## config.mk

```make
export PLATFORM = sky130hd
export DESIGN_NAME = gf_2_8_arithmetic_unit
export DESIGN_NICKNAME = d
export VERILOG_FILES = /design/src/rtl/core/gf28_pkg.sv /design/src/rtl/core/gf28_core.sv /design/src/rtl/core/gf_2_8_arithmetic_unit.sv
export SDC_FILE = /design/constraint.sdc
export NUM_CORES = 1
export LEC_CHECK = 0
export BUFFER_PORTS_ARGS = -buffer_cell sky130_fd_sc_hd__buf_2
export CAP_MARGIN = 10
export CORE_MARGIN = 1
export CORE_UTILIZATION = 45
export CTS_CLUSTER_DIAMETER = 200
export DETAILED_ROUTE_END_ITERATION = 8
export GPL_ROUTABILITY_DRIVEN = 0
export GPL_TIMING_DRIVEN = 0
export HOLD_SLACK_MARGIN = 0.1
export MAX_ROUTING_LAYER = met4
export SLEW_MARGIN = 10
export SYNTH_ARGS = -nofsm -noshare
export SYNTH_HDL_FRONTEND = slang
export SYNTH_HIERARCHICAL = 1
export SYNTH_SLANG_ARGS = --single-unit
```

## constraint.sdc

```tcl
create_clock -name aclk -period 4.27 [get_ports aclk]
set_input_delay 0.854 -clock aclk [delete_from_list [all_inputs] [get_ports aclk]]
set_output_delay 0.854 -clock aclk [all_outputs]
set_load 0.01 [all_outputs]
```

## src/rtl/core/gf28_pkg.sv

```systemverilog
// shared types, operation codes and helpers for the gf(2^8) arithmetic unit
`timescale 1ns / 1ps

package gf28_pkg;

    localparam int FieldDegree = 8;

    typedef logic [FieldDegree-1:0] elem_t;
    typedef logic [FieldDegree:0]   poly_t;
    typedef logic [3:0]             deg_t;

    typedef enum logic [1:0] {
        OP_ADD = 2'd0,
        OP_MUL = 2'd1,
        OP_DIV = 2'd2,
        OP_INV = 2'd3
    } op_t;

    typedef struct packed {
        op_t   operation;
        elem_t operand_a;
        elem_t operand_b;
    } cmd_t;

    // index of the highest set bit, zero for an all-zero word
    function automatic deg_t poly_deg(input poly_t p);
        deg_t d;
        d = '0;
        for (int i = 0; i <= FieldDegree; i++) begin
            if (p[i]) begin
                d = deg_t'(i);
            end
        end
        return d;
    endfunction

endpackage

```

## src/rtl/core/gf28_core.sv

```systemverilog
// sequencer and shared shift-and-xor datapath for add, multiply, divide and inverse
`timescale 1ns / 1ps

module gf28_core (
    input  logic             aclk,
    input  logic             aresetn,
    input  logic             start_valid,
    output logic             start_ready,
    input  gf28_pkg::cmd_t   cmd,
    input  gf28_pkg::elem_t  modulus_low,
    output logic             res_valid,
    input  logic             res_take,
    output gf28_pkg::elem_t  res_data
);
    import gf28_pkg::*;

    typedef enum logic [1:0] {
        ST_IDLE,
        ST_EUC,
        ST_MUL,
        ST_DONE
    } state_t;

    state_t     state_reg;
    op_t        op_reg;
    elem_t      a_reg;
    elem_t      b_reg;
    elem_t      acc_reg;
    logic [2:0] cnt_reg;
    poly_t      r1_reg;
    poly_t      r_reg;
    poly_t      t1_reg;
    poly_t      tacc_reg;
    elem_t      res_reg;

    poly_t m9;
    deg_t  d1;
    deg_t  dr;
    deg_t  sh;
    logic  r_ge;
    poly_t r1_sh;
    poly_t t1_sh;
    poly_t inv_full;
    elem_t inv;
    poly_t mul_shl;
    poly_t mul_red;
    elem_t mul_next;
    elem_t x_in;

    always_comb begin
        m9       = {1'b1, modulus_low};
        d1       = poly_deg(r1_reg);
        dr       = poly_deg(r_reg);
        r_ge     = (r_reg != '0) && (dr >= d1);
        sh       = dr - d1;
        r1_sh    = r1_reg << sh;
        t1_sh    = t1_reg << sh;
        inv_full = t1_reg[FieldDegree] ? (t1_reg ^ m9) : t1_reg;
        inv      = inv_full[FieldDegree-1:0];
        mul_shl  = {acc_reg, 1'b0};
        mul_red  = mul_shl[FieldDegree] ? (mul_shl ^ m9) : mul_shl;
        mul_next = mul_red[FieldDegree-1:0] ^ (b_reg[cnt_reg] ? a_reg : '0);
        x_in     = (cmd.operation == OP_INV) ? cmd.operand_a : cmd.operand_b;
    end

    always_ff @(posedge aclk) begin
        if (!aresetn) begin
            state_reg <= ST_IDLE;
        end else begin
            unique case (state_reg)
                ST_IDLE: begin
                    if (start_valid) begin
                        op_reg   <= cmd.operation;
                        a_reg    <= cmd.operand_a;
                        b_reg    <= cmd.operand_b;
                        acc_reg  <= '0;
                        cnt_reg  <= 3'd7;
                        r1_reg   <= {1'b0, x_in};
                        r_reg    <= m9;
                        t1_reg   <= poly_t'(1);
                        tacc_reg <= '0;
                        case (cmd.operation)
                            OP_ADD: begin
                                res_reg   <= cmd.operand_a ^ cmd.operand_b;
                                state_reg <= ST_DONE;
                            end
                            OP_MUL: begin
                                state_reg <= ST_MUL;
                            end
                            default: begin
                                if (x_in == '0) begin
                                    res_reg   <= '0;
                                    state_reg <= ST_DONE;
                                end else begin
                                    state_reg <= ST_EUC;
                                end
                            end
                        endcase
                    end
                end
                ST_EUC: begin
                    if (r1_reg[FieldDegree:1] == '0) begin
                        // remainder of degree below one: bezout coefficient is final
                        if (op_reg == OP_INV) begin
                            res_reg   <= inv;
                            state_reg <= ST_DONE;
                        end else begin
                            b_reg     <= inv;
                            state_reg <= ST_MUL;
                        end
                    end else if (r_ge) begin
                        r_reg    <= r_reg ^ r1_sh;
                        tacc_reg <= tacc_reg ^ t1_sh;
                    end else begin
                        r1_reg   <= r_reg;
                        r_reg    <= r1_reg;
                        t1_reg   <= tacc_reg;
                        tacc_reg <= t1_reg;
                    end
                end
                ST_MUL: begin
                    acc_reg <= mul_next;
                    if (cnt_reg == 3'd0) begin
                        res_reg   <= mul_next;
                        state_reg <= ST_DONE;
                    end else begin
                        cnt_reg <= cnt_reg - 3'd1;
                    end
                end
                ST_DONE: begin
                    if (res_take) begin
                        state_reg <= ST_IDLE;
                    end
                end
                default: begin
                    state_reg <= ST_IDLE;
                end
            endcase
        end
    end

    assign start_ready = (state_reg == ST_IDLE);
    assign res_valid   = (state_reg == ST_DONE);
    assign res_data    = res_reg;

endmodule

```

## src/rtl/core/gf_2_8_arithmetic_unit.sv

```systemverilog
// top level: gf(2^8) add, multiply, divide and inverse with configurable modulus
// add is a single xor; inverse runs euclid on the modulus and operand_a, a shift-and-xor
// or swap per step plus a finishing step; divide inverts operand_b that way, then
// multiplies by operand_a; the multiply takes its multiplier a bit per step, msb first
// one item at a time: the next beat is taken the cycle after the result reaches the output
// register; synchronous active-low reset clears control and loads the modulus 0x11b
`timescale 1ns / 1ps

module gf_2_8_arithmetic_unit (
    input  logic                  aclk,
    input  logic                  aresetn,
    input  logic                  cfg_valid,
    output logic                  cfg_ready,
    input  logic [8:0]            cfg_data,
    input  logic                  s_valid,
    output logic                  s_ready,
    input  logic [1:0]            s_operation,
    input  gf28_pkg::elem_t       s_operand_a,
    input  gf28_pkg::elem_t       s_operand_b,
    output logic                  m_valid,
    input  logic                  m_ready,
    output gf28_pkg::elem_t       m_field_result
);
    import gf28_pkg::*;

    localparam logic [8:0] ModulusReset = 9'h11B;

    elem_t field_modulus_reg;
    logic  m_valid_reg;
    elem_t m_result_reg;

    cmd_t  cmd;
    logic  core_ready;
    logic  core_res_valid;
    elem_t core_res_data;
    logic  load;

    assign cmd.operation = op_t'(s_operation);
    assign cmd.operand_a = s_operand_a;
    assign cmd.operand_b = s_operand_b;

    gf28_core u_core (
        .aclk        (aclk),
        .aresetn     (aresetn),
        .start_valid (s_valid),
        .start_ready (core_ready),
        .cmd         (cmd),
        .modulus_low (field_modulus_reg),
        .res_valid   (core_res_valid),
        .res_take    (load),
        .res_data    (core_res_data)
    );

    // bit 8 of the modulus is always taken as set
    always_ff @(posedge aclk) begin
        if (!aresetn) begin
            field_modulus_reg <= ModulusReset[7:0];
        end else if (cfg_valid) begin
            field_modulus_reg <= cfg_data[7:0];
        end
    end

    assign load = core_res_valid && (!m_valid_reg || m_ready);

    always_ff @(posedge aclk) begin
        if (!aresetn) begin
            m_valid_reg <= 1'b0;
        end else if (load) begin
            m_valid_reg <= 1'b1;
        end else if (m_ready) begin
            m_valid_reg <= 1'b0;
        end
    end

    always_ff @(posedge aclk) begin
        if (load) begin
            m_result_reg <= core_res_data;
        end
    end

    assign cfg_ready      = 1'b1;
    assign s_ready        = core_ready;
    assign m_valid        = m_valid_reg;
    assign m_field_result = m_result_reg;

endmodule
```

## Yosys cells after proc, flatten, opt, wreduce, memory -nomap -nowiden

Index checks and enable logic that the tools add are counted.

| storage, ports and cells | value |
|---|---|
| word-level logic and storage cells | 129 |
| bits in registers | 92 |
| input port bits | 32 |

| operators by class | value |
|---|---|
| $add $sub $neg | 2 |
| equal/unequal tests | 17 |
| order comparisons | 2 |
| reduce and logical (&&, ||, !) cells | 22 |
| shifts and indexed selects | 2 |
| bitwise gates (word level) | 6 |
| muxes and demuxes | 64 |

Operator list:

| cell | count |
|---|---|
| 2-to-1 mux 9 bit | 12 |
| 2-to-1 mux 8 bit | 13 |
| one-hot mux 9 bit (2 select lines) | 4 |
| one-hot mux 8 bit (2 select lines) | 3 |
| XOR 8 bit | 4 |
| 2-to-1 mux 3 bit | 10 |
| one-hot mux 8 bit (3 select lines) | 1 |
| 2-to-1 mux 2 bit | 9 |
| << shifter 9 x 4 -> 9 bit | 2 |
| XOR 9 bit | 2 |
| logical NOT 8 bit | 2 |
| != test 2 bit, second input constant | 6 |
| AND reduction 4 bit | 3 |
| AND reduction 5 bit | 2 |
| nonzero test 9 bit | 1 |
| == test 2 bit, second input constant | 4 |
| 2-to-1 mux 4 bit | 2 |
| != test 2 x 1 -> 1 bit, second input constant | 4 |
| one-hot mux 2 bit (4 select lines) | 1 |
| AND reduction 8 bit | 1 |
| 2-to-1 mux 1 bit | 6 |
| one-hot mux 3 bit (2 select lines) | 1 |
| AND reduction 3 bit | 2 |
| nonzero test 2 bit | 3 |
| other kinds (14) | 17 |

## Longest topological paths before layout

Gate-level depths: netlist of the first run.

| logic depth | value |
|---|---|
| word-level depth | 14 |
| gate-level depth with buffers | 15 |

## Hierarchy

Netlist of the first run, hierarchy kept.

Modules (own cells, without submodules):

| module | cells an instance | instances | area an instance (um2) |
|---|---|---|---|
| gf28_core | 492 | 1 | 5039.8 |
| gf_2_8_arithmetic_unit | 40 | 1 | 588.1 |

## Worst setup path after synthesis of the first run

OpenSTA, ideal clock, no wires.

| timing | value |
|---|---|
| path kind | register to register |
| start point | register u_core.r1_reg[2] |
| end point | register u_core.r1_reg[0] (enable) |
| required time | 3.878 ns |
| slack | 0.856 ns |
| library setup time | 0.392 ns |
| cell stages (with the launch flop) | 15 |
| buffers on the path | 2 |
| period minus slack after synthesis | 3.414 ns |
| arrival time | 3.022 ns |
| path through | edfxtp_1 inv_1 a21oi_1 o21bai_1 a21oi_1 nor2_1 ha_1 fa_1 a21boi_0 o21a_1 clkbuf_1 or2_1 buf_2 a21oi_1 nor2_1 |

| between the ends | value |
|---|---|
| longest elaborated chain between the ends | 11 |
| elaborated cells on any way between the ends | 13 |

RTL lines:

| what | RTL line | RTL |
|---|---|---|
| from (decl) | gf28_core.sv:30 | `poly_t r1_reg;` |
| from (signal assigned) | gf28_core.sv:78 | `r1_reg <= {1'b0, x_in};` |
| from (signal assigned) | gf28_core.sv:115 | `r1_reg <= r_reg;` |
| 2-to-1 mux 2 bit (2 in series) | gf28_pkg.sv:30 | `if (p[i]) begin` |
| 2-to-1 mux 3 bit (4 in series) | gf28_pkg.sv:30 |  |
| 2-to-1 mux 4 bit | gf28_pkg.sv:30 |  |
| >= comparator 4 bit | gf28_core.sv:54 | `r_ge = (r_reg != '0) && (dr >= d1);` |
| logical AND 1 bit | gf28_core.sv:54 |  |
| != test 2 bit (no line) | -- |  |
| AND reduction 5 bit (no line) (*) | -- |  |

Every way passes the cells marked *; elsewhere a longest branch is shown, timed or not.
A chain may end at the register's enable or synchronous reset.

## Worst setup path after layout of the first run

| timing | value |
|---|---|
| start point | register u_core.r1_reg[7] |
| end point | register u_core.t1_reg[2] (enable) |

| between the ends | value |
|---|---|
| longest elaborated chain between the ends | 6 |
| elaborated cells on any way between the ends | 8 |

RTL lines:

| what | RTL line | RTL |
|---|---|---|
| 2-to-1 mux 3 bit | gf28_pkg.sv:30 |  |
| 2-to-1 mux 4 bit | gf28_pkg.sv:30 |  |
| >= comparator 4 bit | gf28_core.sv:54 |  |
| logical AND 1 bit | gf28_core.sv:54 |  |
| != test 2 bit (no line) | -- |  |
| AND reduction 5 bit (no line) (*) | -- |  |
| to (signal assigned) | gf28_core.sv:80 | `t1_reg <= poly_t'(1);` |
| to (signal assigned) | gf28_core.sv:117 | `t1_reg <= tacc_reg;` |
| to (decl) | gf28_core.sv:32 | `poly_t t1_reg;` |

Marks and branches as above.

==> flow_metrics.py, run 1 <==
metrics = {
    "layout": {
        "drive_above_1_share_pct": 17.15,
        "final_cells": 757,
        "multi_input_area_um2": 2751,
        "regArea_um2": 2653,
        "insertedDiodeCount": 0,
        "fill_cells": 1107,
        "final_core_util_pct": 52.63,
        "area_delta_synth_final_pct": 13.27,
        "nets": 627,
    },
    "global_route": {
        "grt_max_degree": 18,
        "grtUsageMet1_pct": 33.95,
        "busiest_layer": "met2",
        "globalRouteTotalUtil_pct": 26.30,
        "antenna_found_initial": 0,
        "met2_usage_pct": 41.71,
        "grt_pass1_vias": 4319,
        "grt_util_met3_pct": 5.048,
        "grt_pass1_wl_um": 24380,
        "grt-ovfl-total": 0,
    },
    "drt": {
        "drtIter0Drc": 579,
        "viasPerCell": 5.941,
        "drtPass1Iterations": 6,
        "drt-wirelength-per-cell_um": 20.43,
        "drt-total-wl_um": 15470,
        "antenna_left": 0,
        "vias": 4497,
        "drc_errors": 0,
    },
    "worst_setup_path": {
        "required_ns": 4.33,
        "r2r_slack_ns": 0.26,
        "start_kind": "flip-flop",
        "cp.arrival_ns": 4.07,
        "cp_max_fo": 11,
        "worstSetupPathType": "flip-flop to flip-flop",
        "endpoint_kind": "flip-flop",
    },
    "clock_tree": {
        "cts_buffer_depth": 2,
        "cts-htree-levels": 3,
        "cts_tree": "yes",
        "cts-buffers-inserted": 9,
        "cts-root-buf": "clkbuf_16",
        "clk_pin_slew_ns": 0.07,
        "cts_sinks": 92,
        "postCtsHoldBufs": 0,
        "cts_setup_buffers": 0,
        "cts_resized": 0,
        "insertion_delay_ns": 0.36,
    },
    "timing": {
        "fin_ws_ns": 0.2622,
        "fin_skew_ns": 0.008871,
        "finalHoldViolCount": 0,
        "fmax_mhz": 249.5,
        "worst_pin_slew_ns": 0.9081,
        "slew_headroom_pct": 39.27,
        "post-route-period-util_pct": 93.86,
        "setup_viol": 0,
        "layout_min_cycle_time_ns": 4.008,
        "rsz0062_at_grt": "false",
        "finalMaxSlewViolations": 0,
        "setup_tns_ns": 0,
    },
    "synthesis": {
        "synth_top_family_by_area": "simple AND/OR/NAND/NOR gates",
        "synth-xor-area-share_pct": 6.047,
        "async_flop_share_pct": 0,
        "syn_area_um2": 5628,
        "ys.flop_type": "edfxtp_1",
        "yosys_warnings": 6,
        "yosysSeqAreaShare_pct": 47.13,
        "yosys.area_share.simple_pct": 16.90,
        "ys_ff_latch": 92,
        "syn_nets": 575,
        "synth.avg_cell_area_um2": 10.58,
        "synth_compound_area_share_pct": 12.14,
        "synth.distinct_cells": 68,
        "synth_edf_count": 81,
        "syn_inst": 532,
        "synth-adder-area-share_pct": 2.579,
        "muxShareOfSynthArea_pct": 11.00,
    },
    "power_and_ir_drop": {
        "power_uw": 4773,
        "power_switching_uw": 2057,
        "p_per_area_nw_per_um2": 748.7,
        "p_comb_share_pct": 51.3,
        "p_sw_share_pct": 43.10,
        "p_leak_uw": 0.002378,
        "p_seq_share_pct": 31.4,
        "peakVddDrop_mv": 0.3583,
        "clkPwrFrac_pct": 17.3,
        "internal_power_uw": 2716,
    },
    "die": {
        "die-area_um2": 12960,
        "initial_core_util_pct": 46.47,
        "die_y_um": 113.8,
        "io_pins": 43,
        "die_w_um": 113.8,
        "std_cell_rows": 40,
        "core_region_area_um2": 12110,
    },
    "run_status": {
        "status": "completed",
    },
    "placed_design": {
        "placed_cells": 741,
        "io_buffer_count": 39,
        "hpwl_um": 11630,
        "dp_slack_ns": 0.4776,
    },
    "flow_run": {
        "maxCapViolCount": 0,
    },
    "hold_path": {
        "hold_path.class": "flip-flop to flip-flop",
    },
}
==> path summary, 6_finish.rpt <==
path	startpoint	end	cells past startpoint
worst min register to register	u_core/res_data[7]	m_field_result[7]	0
worst max register to register	u_core/r1_reg[7]	u_core/t1_reg[2]	11
worst min-delay path	u_core/res_data[7]	m_field_result[7]	0
worst max-delay path	u_core/r1_reg[7]	u_core/t1_reg[2]	11
==> cell usage after synthesis (9+ instances only) <==
master	instances	share of area, %
edfxtp_1	81	43
nand2_1	75	5.0
nor2_1	36	2.4
mux2i_1	27	4.8
xor2_1	23	3.6
a21oi_1	19	1.7
inv_1	18	1.2
o21ai_0	18	1.6
clkbuf_1	16	1.1
xnor2_1	14	2.2
mux4_2	12	4.8
nor4_1	12	1.3
dfxtp_1	11	3.9
and2_1	10	1.1
ha_1	10	2.2
nor2b_1	10	1.1
o221ai_1	10	1.6
nor3_1	9	0.80
==> cell type report <==
type	instances	share of cell area [%]
Clock inverter	7	1.276
Sequential cell	92	41.61
Tap cell	168	3.297
Timing Repair Buffer	41	3.474
Multi-Input combinational cell	388	43.16
Buffer	33	2.532
Clock buffer	9	3.533
Inverter	19	1.119
==> power groups by stage <==
stage	clock [uW]	combinational (uW)	sequential, uW
finish	827	2450	1500
global route	875	2650	1520
CTS	846	2410	1490
detailed placement	0	2390	1510
global placement	0	2330	1510
floorplan	0	1780	1430
==> through the flow <==
step | hold slack (ns) | area, um^2
after global routing | 0.4209 | 6375
after CTS | 0.4198 | 6375
after detailed placement | 0.4054 | 6068
after floorplan | 0.4003 | 5628
final | 0.4149 | 6375
after global placement | 0.4005 | 6033
==> layout by cell type, fill, tap and decap left out, types with 14 or more instances in the layout <==
master and count:
clkbuf_1 16, nor2_1 35, xnor2_1 14, mux2i_1 27, xor2_1 23, nand2_1 75, edfxtp_1 81, o21ai_0 18
inv_1 18, buf_2 47, a21oi_1 19
==> layer usage <==
| metal | up-vias | part of all wire [%] |
|---|---|---|
| met5 | - | 0 |
| met1 | 2200 | 43 |
| li1 | 2076 | - |
| met3 | 37 | 6.3 |
| met4 | 0 | 2.7 |
| met2 | 184 | 48 |
==> worst max-delay path, cell delays in order (launching register included) <==
cell      delay (ns)
edfxtp_1        0.54
nor4_1          0.77
or2_2           0.25
ha_1            0.31
nand2_1         0.11
o21a_1          0.12
clkbuf_1        0.33
or2_1           0.18
buf_2           0.25
a21oi_1         0.12
nor2_2          0.49
buf_8           0.24
==> kinds of logic (layout without fill, tap and decap cells) <==
group	after synthesis	after routing
adders and majority gates	11	11
and+or+nand+nor	195	195
buffers and inverters	52	109
DFF	92	92
muxes	46	46
xor gates and xnor gates	38	38
AOI/OAI and AO/OA	97	97
other	1	1
Note: power is estimated with default switching activity, not from simulation.
==> run 2: changes to the inputs <==
--- a/config.mk
+++ b/config.mk
@@ -5,6 +5,7 @@
 export SDC_FILE = /design/constraint.sdc
 export NUM_CORES = 1
 export LEC_CHECK = 0
+export ABC_AREA = 1
 export BUFFER_PORTS_ARGS = -buffer_cell sky130_fd_sc_hd__buf_2
 export CAP_MARGIN = 10
 export CORE_MARGIN = 1
==> flow_metrics.py, run 2 <==
metrics = {
    "layout": {
        "area_delta_synth_final_pct": 12.20,
        "final_common_cell": "nand2_1",
        "nets": 840,
        "insertedDiodeCount": 0,
        "final_cell_mix": "nand2_1, inv_1, edfxtp_1",
        "drive_above_1_share_pct": 12.97,
    },
    "clock_tree": {
        "cts_tree": "yes",
        "cts-buffers-inserted": 9,
        "postCtsHoldBufs": 0,
        "cts_setup_buffers": 0,
        "cts_resized": 0,
        "clk_pin_slew_ns": 0.07,
        "cts-htree-levels": 3,
        "cts_sinks": 92,
        "cts-root-buf": "clkbuf_16",
        "insertion_delay_ns": 0.36,
        "cts_buffer_depth": 2,
    },
    "synthesis": {
        "synth.avg_cell_area_um2": 7.799,
        "synth_edf_count": 81,
        "ys.flop_type": "edfxtp_1",
        "syn_inst": 747,
        "syn_area_um2": 5826,
        "synth.distinct_cells": 42,
        "yosysSeqAreaShare_pct": 45.53,
        "ys_ff_latch": 92,
        "yosys_warnings": 6,
        "yosys-top-cells-count": "nand2_1, inv_1, edfxtp_1",
        "async_flop_share_pct": 0,
        "yosys-top-cells-area": "edfxtp_1, nand2_1, inv_1",
        "synth_top_cell_area_share_pct": 41.75,
        "yosysMostFrequentCell": "nand2_1",
        "synth_largest_area_cell": "edfxtp_1",
        "syn_nets": 790,
    },
    "die": {
        "initial_core_util_pct": 46.16,
        "std_cell_rows": 41,
        "die_w_um": 115.8,
        "die-area_um2": 13410,
        "die_y_um": 115.8,
        "io_pins": 43,
        "core_region_area_um2": 12620,
    },
    "worst_setup_path": {
        "cp_max_fo": 19,
        "start_kind": "flip-flop",
        "required_ns": 4.25,
        "r2r_slack_ns": 0.87,
        "worstSetupPathType": "flip-flop to flip-flop",
        "cp.arrival_ns": 3.39,
        "endpoint_kind": "flip-flop",
    },
    "timing": {
        "rsz0062_at_grt": "false",
        "fmax_mhz": 294.0,
        "fin_ws_ns": 0.8689,
        "slew_headroom_pct": 32.04,
        "setup_viol": 0,
        "finalHoldViolCount": 0,
        "fin_skew_ns": 0.009396,
        "worst_pin_slew_ns": 1.016,
        "finalMaxSlewViolations": 0,
        "layout_min_cycle_time_ns": 3.401,
        "setup_tns_ns": 0,
        "post-route-period-util_pct": 79.65,
    },
    "drt": {
        "viasPerCell": 5.312,
        "drtPass1Iterations": 5,
        "drt-wirelength-per-cell_um": 16.89,
        "drtIter0Drc": 486,
        "drt-total-wl_um": 16450,
        "vias": 5174,
        "antenna_left": 0,
        "drc_errors": 0,
    },
    "global_route": {
        "antenna_found_initial": 0,
        "grt_max_degree": 20,
        "grt_pass1_vias": 4879,
        "grt-ovfl-total": 0,
        "grt_pass1_wl_um": 25900,
        "globalRouteTotalUtil_pct": 27.11,
    },
    "power_and_ir_drop": {
        "clkPwrFrac_pct": 16.1,
        "peakVddDrop_mv": 0.4043,
        "p_leak_uw": 0.003113,
        "p_sw_share_pct": 47.56,
        "p_comb_share_pct": 54.6,
        "p_seq_share_pct": 29.2,
        "p_per_area_nw_per_um2": 775.9,
        "internal_power_uw": 2659,
        "power_switching_uw": 2412,
    },
    "placed_design": {
        "hpwl_um": 12350,
        "io_buffer_count": 39,
        "dp_slack_ns": 0.7637,
    },
    "run_status": {
        "status": "completed",
    },
    "hold_path": {
        "hold_path.class": "flip-flop to flip-flop",
    },
    "flow_run": {
        "maxCapViolCount": 0,
    },
}
## run 2: cell types whose count changed in the layout (fill, tap and decap cells not counted), moves of 10 or more
cell / delta
nand2_1: +165
nor2b_1: -10
o21ai_0: +28
o221ai_1: -10
mux4_2: -12
mux2i_1: -27
and2_1: -10
a21oi_1: +10
nor4_1: -11
xnor2_1: -12
inv_1: +82
o21ai_1: +24
nand3_1: +56
## run 2: critical path, cell delays in order (launching register included)
cell	delay [ns]
dfxtp_1	0.38
inv_1	0.08
ha_1	0.17
buf_2	0.19
inv_1	0.11
clkbuf_1	0.46
o21a_1	0.89
nand2_1	0.11
inv_1	0.63
## run 2: path summary, 6_finish.rpt
kind,from,endpoint,cells after the start
max reg2reg,u_core/state_reg[1],u_core/t1_reg[1],8
min,u_core/res_data[7],m_field_result[7],0
min reg2reg,u_core/res_data[7],m_field_result[7],0
max,u_core/state_reg[1],u_core/t1_reg[1],8
## run 2: cells by family (layout without fill, tap and decap cells)
| family | Yosys count | count (layout) | synth area share [%] |
|---|---|---|---|
| AOI/OAI and AO/OA | 115 | 115 | 10.78 |
| xor gates and xnor gates | 19 | 19 | 2.985 |
| adders and majority gates | 11 | 11 | 2.491 |
| buffers and inverters | 133 | 188 | 10.27 |
| DFF | 92 | 92 | 45.53 |
| other | 1 | 1 | 0.06437 |
| and+or+nand+nor | 376 | 376 | 27.88 |
## run 2: metrics by stage
stage / hold slack [ns] / total power (uW) / std cells / area [um^2] / util, %
final: 0.4187 / 5072 / 974 / 6536 / 51.79
after global routing: 0.4291 / 5459 / 974 / 6536 / 51.79
after CTS: 0.4223 / 5052 / 974 / 6536 / 51.79
after detailed placement: 0.4072 / 4229 / 958 / 6236 / 49.42
after global placement: 0.4033 / 4160 / 958 / 6236 / 49.42
after floorplan: 0.4003 / 3465 / 747 / 5826 / -
## run 2: power groups by stage
stage	Sequential [uW]	Combinational [uW]	Clock (uW)
final	1480	2770	818
after floorplan	1440	2020	0
after detailed placement	1500	2730	0
after global placement	1490	2670	0
after global routing	1510	3090	861
after CTS	1480	2740	832
## run 2: per-layer routing
| metal | global-route usage (%) | wire length (um) | vias to the layer above | share of wire (%) |
|---|---|---|---|---|
| li1 | - | - | 2543 | - |
| met1 | 35.11 | 7203 | 2379 | 44 |
| met2 | 42.46 | 7577 | 216 | 46 |
| met3 | 3.452 | 1125 | 36 | 6.8 |
| met4 | 12.31 | 546 | 0 | 3.3 |
| met5 | - | 0 | - | 0 |
## run 2: area by class of cell
| cell class | instances | area (um^2) |
|---|---|---|
| Inverter | 102 | 390.4 |
| Clock buffer | 13 | 281.5 |
| Multi-Input combinational cell | 522 | 2575 |
| Fill cell | 1250 | 6083 |
| Sequential cell | 92 | 2653 |
| Timing Repair Buffer | 39 | 195.2 |
| Clock inverter | 3 | 18.77 |
| Tap cell | 172 | 215.2 |
| Buffer | 31 | 207.7 |
==> run 3: changes to the inputs <==
--- a/config.mk
+++ b/config.mk
@@ -5,7 +5,7 @@
 export SDC_FILE = /design/constraint.sdc
 export NUM_CORES = 1
 export LEC_CHECK = 0
-export ABC_AREA = 1
+export ABC_AREA = 0
 export BUFFER_PORTS_ARGS = -buffer_cell sky130_fd_sc_hd__buf_2
 export CAP_MARGIN = 10
 export CORE_MARGIN = 1
==> constraint.sdc (replaced) <==
create_clock -name aclk -period 3.25 [get_ports aclk]
set_input_delay 0.65 -clock aclk [delete_from_list [all_inputs] [get_ports aclk]]
set_output_delay 0.65 -clock aclk [all_outputs]
set_load 0.01 [all_outputs]
==> flow_metrics.py, run 3 (same netlist as run 1, synthesis figures left out) <==
metrics = {
    "clock_tree": {
        "cts_tree": "yes",
        "postCtsHoldBufs": 0,
        "cts-root-buf": "clkbuf_16",
        "cts_sinks": 92,
        "cts-htree-levels": 3,
        "cts-buffers-inserted": 9,
        "insertion_delay_ns": 0.35,
        "clk_pin_slew_ns": 0.07,
        "cts_buffer_depth": 2,
    },
    "layout": {
        "fill_cells": 1101,
        "final_common_cell": "edfxtp_1",
        "final_cell_area_um2": 6703,
        "final_cell_mix": "edfxtp_1, nand2_1, buf_2",
        "insertedDiodeCount": 0,
        "final_cells": 773,
        "nets": 643,
        "drive_above_1_share_pct": 24.46,
        "area_delta_synth_final_pct": 19.10,
        "final_core_util_pct": 55.34,
    },
    "timing": {
        "rsz0062_at_grt": "true",
        "worst_pin_slew_ns": 0.9407,
        "slew_headroom_pct": 36.81,
        "setup_viol": 0,
        "post-route-period-util_pct": 99.92,
        "finalHoldViolCount": 0,
        "fmax_mhz": 307.9,
        "fin_skew_ns": 0.005494,
        "layout_min_cycle_time_ns": 3.247,
        "holdWs_ns": 0.4224,
        "finalMaxSlewViolations": 0,
    },
    "placed_design": {
        "hpwl_um": 11510,
        "io_buffer_count": 39,
        "placed_cells": 739,
        "place_area_um2": 6051,
    },
    "hold_path": {
        "worstHoldStart": "u_core/res_data[6]",
        "hold_end": "m_field_result[6]",
        "hold_path.class": "flip-flop to flip-flop",
        "hold_depth": 0,
    },
    "drt": {
        "drt-wirelength-per-cell_um": 20.84,
        "drtIter0Drc": 362,
        "vias": 4588,
        "viasPerCell": 5.935,
        "antenna_left": 0,
        "drtPass1Iterations": 5,
        "drt-total-wl_um": 16110,
        "drc_errors": 0,
    },
    "global_route": {
        "grt-ovfl-total": 0,
        "grt_pass1_vias": 4524,
        "grt_max_degree": 19,
        "globalRouteTotalUtil_pct": 26.43,
        "grt_pass1_wl_um": 24700,
        "antenna_found_initial": 0,
    },
    "worst_setup_path": {
        "worstPathCellList": "nand2b_4, a21oi_2, nor2_1, nor2_1, o21bai_1, ha_2, fa_2, buf_8, mux4_2, mux2i_2, a21oi_2, mux2i_1, o221ai_1",
        "critPathMaxStageDelay_ns": 0.57,
        "regToRegStartpoint": "u_core/r_reg[2]",
        "cp.arrival_ns": 3.33,
        "worst_r2r_path_depth": 13,
        "r2r_slack_ns": 0.003,
        "required_ns": 3.33,
        "endpoint_kind": "flip-flop",
        "slowest_stage": "fa_2",
        "rr_endpoint": "u_core/r_reg[7]",
        "worstSetupPathType": "flip-flop to flip-flop",
        "cp_max_fo": 8,
        "start_kind": "flip-flop",
    },
    "die": {
        "core_region_area_um2": 12110,
        "die-area_um2": 12960,
        "io_pins": 43,
        "die_w_um": 113.8,
        "std_cell_rows": 40,
        "die_y_um": 113.8,
        "initial_core_util_pct": 46.47,
    },
    "run_status": {
        "status": "completed",
    },
    "power_and_ir_drop": {
        "p_per_area_nw_per_um2": 1006,
        "p_leak_uw": 0.002502,
        "peakVddDrop_mv": 0.6344,
        "power_uw": 6745,
    },
    "flow_run": {
        "maxCapViolCount": 0,
    },
}
## run 3: final cells by class
cell class	instances	area, um^2	share of cell area (%)
plain buffers	32	183.9	2.744
flip-flops and latches	92	2653	39.57
multi-input cells	388	2938	43.83
repair buffers	58	354.1	5.283
clock buffers	9	225.2	3.360
well taps	168	210.2	3.136
inverters	19	71.32	1.064
clock inverters	7	67.56	1.008
## run 3: repair_timing
item	in CTS	in global routing
setup buffers	15	4
pin swaps	5	14
resized for setup	24	29
endpoints found under the setup margin	36	36
## run 3: routing by layer
layer  vias up  global-route usage (%)  share of wire (%)
li1       2103                       -                  -
met1      2263                   32.93                 42
met2       183                   43.09                 48
met3        39                   4.623                6.5
met4         0                   10.13                2.8
met5         -                       -                  0
## run 3: power by group
part / internal [uW] / switching (uW) / leakage (uW)
Clock: 538 / 505 / 0.000145
Sequential: 1720 / 230 / 0.000841
Combinational: 1540 / 2210 / 0.00152
## run 3: through the flow
| step | setup TNS (ns) | worst slack (ns) |
|---|---|---|
| after floorplan | 0 | 0.03759 |
| after global placement | -30.00 | -0.7295 |
| after detailed placement | -25.24 | -0.9854 |
| after CTS | 0 | 0.01326 |
| after global routing | -0.4664 | -0.09748 |
| final | 0 | 0.002531 |
## run 3: worst max-delay path by stage
stage,start,to,cells after the start
3_5_place_dp,u_core/r1_reg[7],u_core/t1_reg[1],10
5_1_grt,u_core/r_reg[2],u_core/r_reg[8],14
3_3_place_gp,u_core/r1_reg[7],u_core/t1_reg[1],10
2_1_floorplan,u_core/r_reg[2],u_core/tacc_reg[6],13
6_report,u_core/r_reg[2],u_core/r_reg[7],13
4_1_cts,u_core/r_reg[5],u_core/r_reg[1],10
## run 3: worst max-delay path: cells and delay by family (launching register included)
kind,cells,cell delay [ns]
compound gates,4,0.41
fa+ha+maj,2,0.78
buf+inv,1,0.13
flops,1,0.43
mux,3,0.91
simple gates,3,0.31
